### src/rtl/hms_pkg.sv
`default_nettype none

package hms_pkg;

  // Default list capacity
  localparam int unsigned MaxItemsDef = 64;
  localparam int unsigned DataW       = 32;

  // Input beat: one list element
  typedef struct packed {
    logic signed [DataW-1:0] value;
    logic                    last;
  } in_beat_t;

  // Output beat: one sorted element
  typedef struct packed {
    logic signed [DataW-1:0] sorted_value;
    logic                    last_out;
    logic                    overflow;
  } out_beat_t;

  // Strobes towards the two buffers (A holds the loaded list)
  typedef struct packed {
    logic wr_a;
    logic wr_b;
    logic rd_a;
    logic rd_b;
  } mem_ctl_t;

  // Sequencer states
  typedef enum logic [2:0] {
    ST_LOAD,   // collect elements into buffer A
    ST_PAIR,   // set up a pair of runs, fetch first head
    ST_RDA,    // capture head of left run, fetch right head
    ST_RDB,    // capture head of right run
    ST_CMP,    // write the smaller head, fetch its successor
    ST_FILL,   // capture the refetched head
    ST_ORD,    // fetch next sorted element
    ST_OLD     // hand it to the output register
  } sort_state_e;

endpackage

`default_nettype wire

### src/rtl/hms_ctrl.sv
`default_nettype none

module hms_ctrl #(
  parameter int unsigned MaxItems = hms_pkg::MaxItemsDef,
  parameter int unsigned AddrW    = 6
) (
  input  wire logic                      clk_i,
  input  wire logic                      rst_ni,
  input  wire logic                      in_valid_i,
  output logic                           in_ready_o,
  input  wire hms_pkg::in_beat_t         in_data_i,
  output logic                           out_valid_o,
  input  wire logic                      out_ready_i,
  output hms_pkg::out_beat_t             out_data_o,
  output hms_pkg::mem_ctl_t              mem_ctl_o,
  output logic      [AddrW-1:0]          waddr_o,
  output logic      [hms_pkg::DataW-1:0] wdata_o,
  output logic      [AddrW-1:0]          raddr_o,
  input  wire logic [hms_pkg::DataW-1:0] rdata_a_i,
  input  wire logic [hms_pkg::DataW-1:0] rdata_b_i
);
  import hms_pkg::*;

  // Count holds 0..MaxItems; pointer sums reach below three times that
  localparam int unsigned CntW = $clog2(MaxItems + 1);
  localparam int unsigned PtrW = CntW + 2;

  sort_state_e state_q, state_d;

  logic [CntW-1:0]         count_q, count_d;
  logic                    drop_q, drop_d;
  logic                    src_q, src_d;     // 0: A is source, B destination
  logic [PtrW-1:0]         w_q, w_d;
  logic [PtrW-1:0]         lo_q, lo_d;
  logic [PtrW-1:0]         mid_q, mid_d;
  logic [PtrW-1:0]         hi_q, hi_d;
  logic [PtrW-1:0]         a_q, a_d;
  logic [PtrW-1:0]         b_q, b_d;
  logic [PtrW-1:0]         k_q, k_d;
  logic signed [DataW-1:0] head_a_q, head_a_d;
  logic signed [DataW-1:0] head_b_q, head_b_d;
  logic                    took_b_q, took_b_d;
  logic                    ov_q, ov_d;
  out_beat_t               obuf_q, obuf_d;

  logic              in_acc, store_ok, list_end;
  logic [PtrW-1:0]   n_ext, n_new, lo_w, lo_2w, w_dbl, mid_calc, hi_calc;
  logic [PtrW-1:0]   a_inc, b_inc, k_inc, fetch_ptr;
  logic              a_ok, b_ok, take_b, pair_done, pass_done, sort_done;
  logic              fetch_ok, out_load, out_last;
  logic signed [DataW-1:0] src_rdata, taken;
  logic              rd_en, wr_en;
  logic [PtrW-1:0]   rd_ptr;

  // Shared arithmetic
  assign in_acc    = in_valid_i && in_ready_o;
  assign store_ok  = (count_q != CntW'(MaxItems));
  assign list_end  = in_acc && in_data_i.last;
  assign n_ext     = PtrW'(count_q);
  assign n_new     = n_ext + PtrW'(store_ok);
  assign lo_w      = lo_q + w_q;
  assign lo_2w     = lo_q + (w_q << 1);
  assign w_dbl     = w_q << 1;
  assign mid_calc  = (lo_w > n_ext) ? n_ext : lo_w;
  assign hi_calc   = (lo_2w > n_ext) ? n_ext : lo_2w;
  assign src_rdata = src_q ? rdata_b_i : rdata_a_i;

  // Merge decision: left run wins ties
  assign a_ok      = (a_q < mid_q);
  assign b_ok      = (b_q < hi_q);
  assign take_b    = b_ok && (!a_ok || (head_b_q < head_a_q));
  assign taken     = take_b ? head_b_q : head_a_q;
  assign a_inc     = a_q + 1'b1;
  assign b_inc     = b_q + 1'b1;
  assign k_inc     = k_q + 1'b1;
  assign fetch_ptr = take_b ? b_inc : a_inc;
  assign fetch_ok  = take_b ? (b_inc < hi_q) : (a_inc < mid_q);
  assign pair_done = (k_inc == hi_q);
  assign pass_done = (lo_2w >= n_ext);
  assign sort_done = (w_dbl >= n_ext);

  // Output register is free or drains this cycle
  assign out_load  = (state_q == ST_OLD) && (!ov_q || out_ready_i);
  assign out_last  = (k_inc == n_ext);

  // Next state
  always_comb begin
    state_d = state_q;
    case (state_q)
      ST_LOAD: begin
        if (list_end) begin
          state_d = (n_new > PtrW'(1)) ? ST_PAIR : ST_ORD;
        end
      end
      ST_PAIR: state_d = ST_RDA;
      ST_RDA:  state_d = ST_RDB;
      ST_RDB:  state_d = ST_CMP;
      ST_CMP: begin
        if (!pair_done) begin
          state_d = ST_FILL;
        end else if (!pass_done) begin
          state_d = ST_PAIR;
        end else if (!sort_done) begin
          state_d = ST_PAIR;
        end else begin
          state_d = ST_ORD;
        end
      end
      ST_FILL: state_d = ST_CMP;
      ST_ORD:  state_d = ST_OLD;
      ST_OLD: begin
        if (out_load) begin
          state_d = out_last ? ST_LOAD : ST_ORD;
        end
      end
      default: state_d = ST_LOAD;
    endcase
  end

  // Outputs: handshake and buffer strobes
  always_comb begin
    in_ready_o = 1'b0;
    rd_en      = 1'b0;
    wr_en      = 1'b0;
    rd_ptr     = '0;
    waddr_o    = k_q[AddrW-1:0];
    wdata_o    = taken;
    mem_ctl_o  = '0;
    case (state_q)
      ST_LOAD: begin
        in_ready_o = 1'b1;
        waddr_o    = count_q[AddrW-1:0];
        wdata_o    = in_data_i.value;
      end
      ST_PAIR: begin
        rd_en  = 1'b1;
        rd_ptr = lo_q;
      end
      ST_RDA: begin
        rd_en  = b_ok;
        rd_ptr = b_q;
      end
      ST_CMP: begin
        wr_en  = 1'b1;
        rd_en  = fetch_ok && !pair_done;
        rd_ptr = fetch_ptr;
      end
      ST_ORD: begin
        rd_en  = 1'b1;
        rd_ptr = k_q;
      end
      default: begin
      end
    endcase
    // Load always fills A; merges read the source and write the other buffer
    mem_ctl_o.wr_a = (in_acc && store_ok) || (wr_en && src_q);
    mem_ctl_o.wr_b = wr_en && !src_q;
    mem_ctl_o.rd_a = rd_en && !src_q;
    mem_ctl_o.rd_b = rd_en && src_q;
  end

  assign raddr_o = rd_ptr[AddrW-1:0];

  // Datapath next values
  always_comb begin
    count_d  = count_q;
    drop_d   = drop_q;
    src_d    = src_q;
    w_d      = w_q;
    lo_d     = lo_q;
    mid_d    = mid_q;
    hi_d     = hi_q;
    a_d      = a_q;
    b_d      = b_q;
    k_d      = k_q;
    head_a_d = head_a_q;
    head_b_d = head_b_q;
    took_b_d = took_b_q;
    ov_d     = ov_q && !out_ready_i;
    obuf_d   = obuf_q;
    case (state_q)
      ST_LOAD: begin
        if (in_acc) begin
          if (store_ok) begin
            count_d = count_q + 1'b1;
          end else begin
            drop_d = 1'b1;
          end
          if (in_data_i.last) begin
            src_d = 1'b0;
            w_d   = PtrW'(1);
            lo_d  = '0;
            k_d   = '0;
          end
        end
      end
      ST_PAIR: begin
        mid_d = mid_calc;
        hi_d  = hi_calc;
        a_d   = lo_q;
        b_d   = mid_calc;
        k_d   = lo_q;
      end
      ST_RDA: head_a_d = src_rdata;
      ST_RDB: head_b_d = src_rdata;
      ST_CMP: begin
        took_b_d = take_b;
        k_d      = k_inc;
        if (take_b) begin
          b_d = b_inc;
        end else begin
          a_d = a_inc;
        end
        if (pair_done) begin
          if (!pass_done) begin
            lo_d = lo_2w;
          end else begin
            src_d = !src_q;
            w_d   = w_dbl;
            lo_d  = '0;
            k_d   = '0;
          end
        end
      end
      ST_FILL: begin
        if (took_b_q) begin
          head_b_d = src_rdata;
        end else begin
          head_a_d = src_rdata;
        end
      end
      ST_OLD: begin
        if (out_load) begin
          ov_d                = 1'b1;
          obuf_d.sorted_value = src_rdata;
          obuf_d.last_out     = out_last;
          obuf_d.overflow     = drop_q;
          k_d                 = k_inc;
          if (out_last) begin
            count_d = '0;
            drop_d  = 1'b0;
          end
        end
      end
      default: begin
      end
    endcase
  end

  // Control registers
  always_ff @(posedge clk_i or negedge rst_ni) begin
    if (!rst_ni) begin
      state_q <= ST_LOAD;
      count_q <= '0;
      drop_q  <= 1'b0;
      ov_q    <= 1'b0;
      src_q   <= 1'b0;
    end else begin
      state_q <= state_d;
      count_q <= count_d;
      drop_q  <= drop_d;
      ov_q    <= ov_d;
      src_q   <= src_d;
    end
  end

  // Pointers and payload
  always_ff @(posedge clk_i) begin
    w_q      <= w_d;
    lo_q     <= lo_d;
    mid_q    <= mid_d;
    hi_q     <= hi_d;
    a_q      <= a_d;
    b_q      <= b_d;
    k_q      <= k_d;
    head_a_q <= head_a_d;
    head_b_q <= head_b_d;
    took_b_q <= took_b_d;
    obuf_q   <= obuf_d;
  end

  assign out_valid_o = ov_q;
  assign out_data_o  = obuf_q;

endmodule

`default_nettype wire

### config.mk
export PLATFORM = sky130hd
export DESIGN_NAME = hms_ctrl
export DESIGN_NICKNAME = d
export VERILOG_FILES = /design/src/rtl/hms_pkg.sv /design/src/rtl/hms_ctrl.sv
export SDC_FILE = /design/constraint.sdc
export NUM_CORES = 1
export LEC_CHECK = 0
export BUFFER_PORTS_ARGS = -buffer_cell sky130_fd_sc_hd__buf_2
export CORE_ASPECT_RATIO = 0.7
export CORE_MARGIN = 10
export CORE_UTILIZATION = 58
export CTS_CLUSTER_SIZE = 28
export DETAILED_ROUTE_END_ITERATION = 10
export HOLD_SLACK_MARGIN = 0.12
export MAX_ROUTING_LAYER = met4
export PLACE_DENSITY = 0.84
export RECOVER_POWER = 25
export SLEW_MARGIN = 20
export SYNTH_ARGS = -nofsm -noshare
export SYNTH_HDL_FRONTEND = slang
export SYNTH_SLANG_ARGS = --single-unit
### constraint.sdc
create_clock -name clk_i -period 4.7 [get_ports clk_i]
set_input_delay 1.175 -clock clk_i [delete_from_list [all_inputs] [get_ports clk_i]]
set_output_delay 1.175 -clock clk_i [all_outputs]
set_load 0.02 [all_outputs]
==> flow_summary.toml <==
[yosys]
syn_inst = 1092
avgSynthCellArea_um2 = 10.43
synth.distinct_cells = 74
synth_edf_count = 162
ys_warn_count = 0
synth_sequential_area_ratio_pct = 45.55
async_flop_share_pct = 7.429
ys_ff_latch = 175
synthesis.area_mm2 = 0.01139
yosys_most_used_dff = "edfxtp_1"

[timing]
final_max_slew_viol_count = 0
setup_viol = 40
finClkSkew_ns = 0.01783
max_freq_mhz = 204.2
relSlewSlack_pct = 32.82
finalCritPeriodShare_pct = 104.2
hold_violations = 0
worst_slack_ns = -0.1966
period_needed_ns = 4.897
hold_slack_ns = 0.4693
grt_setup_unrepaired = "true"
tightest_slew_ns = 1.001

[cells_and_area]
nFillCells = 1271
layout_commonest_cell = "edfxtp_1"
layout_common_cells = "edfxtp_1 (162), buf_2 (149), ha_1 (101)"
syn2layout_area_growth_pct = 21.26
largest_register_ffs = 34
nNetsFinal = 1495
drive_above_1_share_pct = 26.46
fin_cells = 1564
antenna-diode-count = 0
postLayoutCellArea_mm2 = 0.01382

[worst_setup_path]
startpoint = "head_b_q[30]"
path_max_fanout = 8
arrival_ns = 3.72
cp-start-kind = "register"
cp_data_required_time_ns = 3.52
cp-end-kind = "output port"
rr_startpoint = "w_q[0]"
critical_path_class = "register to output port"

[floorplanning]
dieArea_mm2 = 0.02574
pin_count = 185
die_w_um = 187.5
initial_utilization_pct = 59.73
fp.dieH_um = 137.3
coreArea_mm2 = 0.01908
row_count = 42

[placed_design]
placed_cells = 1517
portBuffers = 184
place_congestion = 0.9840
dp_hpwl_um = 25900
place_ws_ns = -0.1117
postPlaceCellArea_mm2 = 0.01270

[drt]
ant_nets = 0
dr.pass1.iters = 6
drt_iter0_drc = 1318
via_per_inst = 6.417
routed-via-count = 10036
wl_per_cell_um = 23.43
drc = 0
routed_wl_um = 36650

[global_routing]
grt_pass1_wl_um = 54230
grt_antenna_before_repair = 0
track_usage_pct = 27.60
grt_pass1_vias = 9809
grt.overflow.total = 0
grt_max_degree = 77

[clock_tree]
tritoncts = "done"
cts_buffer_depth = 2
clock-sinks = 175
htreeDepth = 4
clk_latency_ns = 0.46
cts_buffers = 17
hold_buffers = 0
clkTransAtPathRegs_ns = 0.08
cts_root_buf = "clkbuf_16"

[run_status]
violations = "negative setup slack"
status = "finished, violations left"

[pwr]
pwr_density_cell_mw_per_mm2 = 352.1
p_leak_nw = 5.824
ir_drop_v = 0.0002978

[min_path]
worstHoldPathType = "register to register"
hold_start = "drop_q"

[flow_run]
drv_cap = 0
[layer usage]
metal / routed length, um / GRT usage (%) / part of all wire [%]
met1: 14730 / 35.81 / 40
met2: 16540 / 41.01 / 45
met3: 4251 / 7.298 / 12
met4: 1126 / 10.27 / 3.1
met5: 0 / - / 0
[power by group]
part           switching, mW  total, mW  internal (mW)
Sequential             0.128       2.03           1.90
Combinational          0.808       1.34          0.536
Clock                  0.719       1.49          0.771
[critical path, cell delays in order (launching register included)]
cell and delay (ns):
edfxtp_1 0.47, ha_4 0.31, nand4_1 0.19, or4_4 0.58, buf_4 0.16, nor3_4 0.22, buf_4 0.18, a21oi_4 0.07
o211ai_1 0.24, buf_6 0.21, nand2_1 0.14, inv_2 0.15, o211ai_1 0.16, buf_2 0.19
[layout make-up]
type	count	area (um2)	share of cell area [%]
Timing Repair Buffer	230	1485	10.75
Inverter	83	325.3	2.354
Sequential cell	175	5191	37.57
Multi-Input combinational cell	780	5868	42.47
Tap cell	264	330.3	2.391
Clock buffer	17	425.4	3.079
Clock inverter	15	191.4	1.385
[synth_stat cells, drive strengths merged (7+ instances only)]
library cell  number  area, um2
nor4               7      50.05
nand2            100      375.4
and2              11      68.82
nand3             64      320.3
a211oi            10      75.07
o21ai             60      300.3
ha               105       1314
o211ai            41      307.8
a21o              21      157.7
dfrtp             13      325.3
edfxtp           162       4865
mux2i              9      90.09
nand2b             8      50.05
or3               11      70.07
nor3              12      60.06
and3              21      131.4
o21a              12      90.09
clkbuf            45      168.9
xnor2             32      280.3
nand4             48      315.3
buf               14      71.32
a21oi             42      214.0
nor2              35      131.4
mux2              42      476.7
inv               81      304.0
xor2              16      140.1
[what timing repair did]
item / 4_1_cts / 5_1_grt
setup endpoints to repair: 40 / 40
buffers inserted: 3 / 11
resized for setup: 7 / 86
pin swaps: 1 / 31
[path summary, 6_finish.rpt]
| kind | endpoint | slack (ns) | cells after the start |
|---|---|---|---|
| setup / recovery | raddr_o[1] | -0.20 | 13 |
| max in group asynchronous | src_q | 3.40 | 1 |
| hold reg to reg | out_data_o[0] | 0.47 | 0 |
| setup reg to reg | src_q | 0.37 | 13 |
| hold / removal | out_data_o[0] | 0.47 | 0 |
| min in group asynchronous | drop_q | 0.76 | 1 |
[through the flow]
step	power, mW	TNS (ns)	utilization (%)
5_1_grt	5.035	-7.594	72.43
6_report	4.864	-4.784	72.43
3_3_place_gp	3.281	0	66.59
3_5_place_dp	3.316	-1.213	66.59
2_1_floorplan	2.877	0	-
4_1_cts	4.800	-0.02575	70.08
[cells by family (layout without fill, tap and decap cells)]
| kind of cell | Yosys count | in the layout | share of synthesized area, % |
|---|---|---|---|
| AND/OR/NAND/NOR | 337 | 337 | 15.09 |
| AO/OA/AOI/OAI | 227 | 227 | 13.02 |
| flip-flops | 175 | 175 | 45.55 |
| buffers and inverters | 142 | 345 | 4.963 |
| adder cells (fa/ha/maj) | 107 | 107 | 11.88 |
| XOR/XNOR | 52 | 52 | 4.491 |
| multiplexers | 51 | 51 | 4.974 |
| other | 1 | 6 | 0.03291 |
Note: power is estimated with default switching activity, not from simulation.
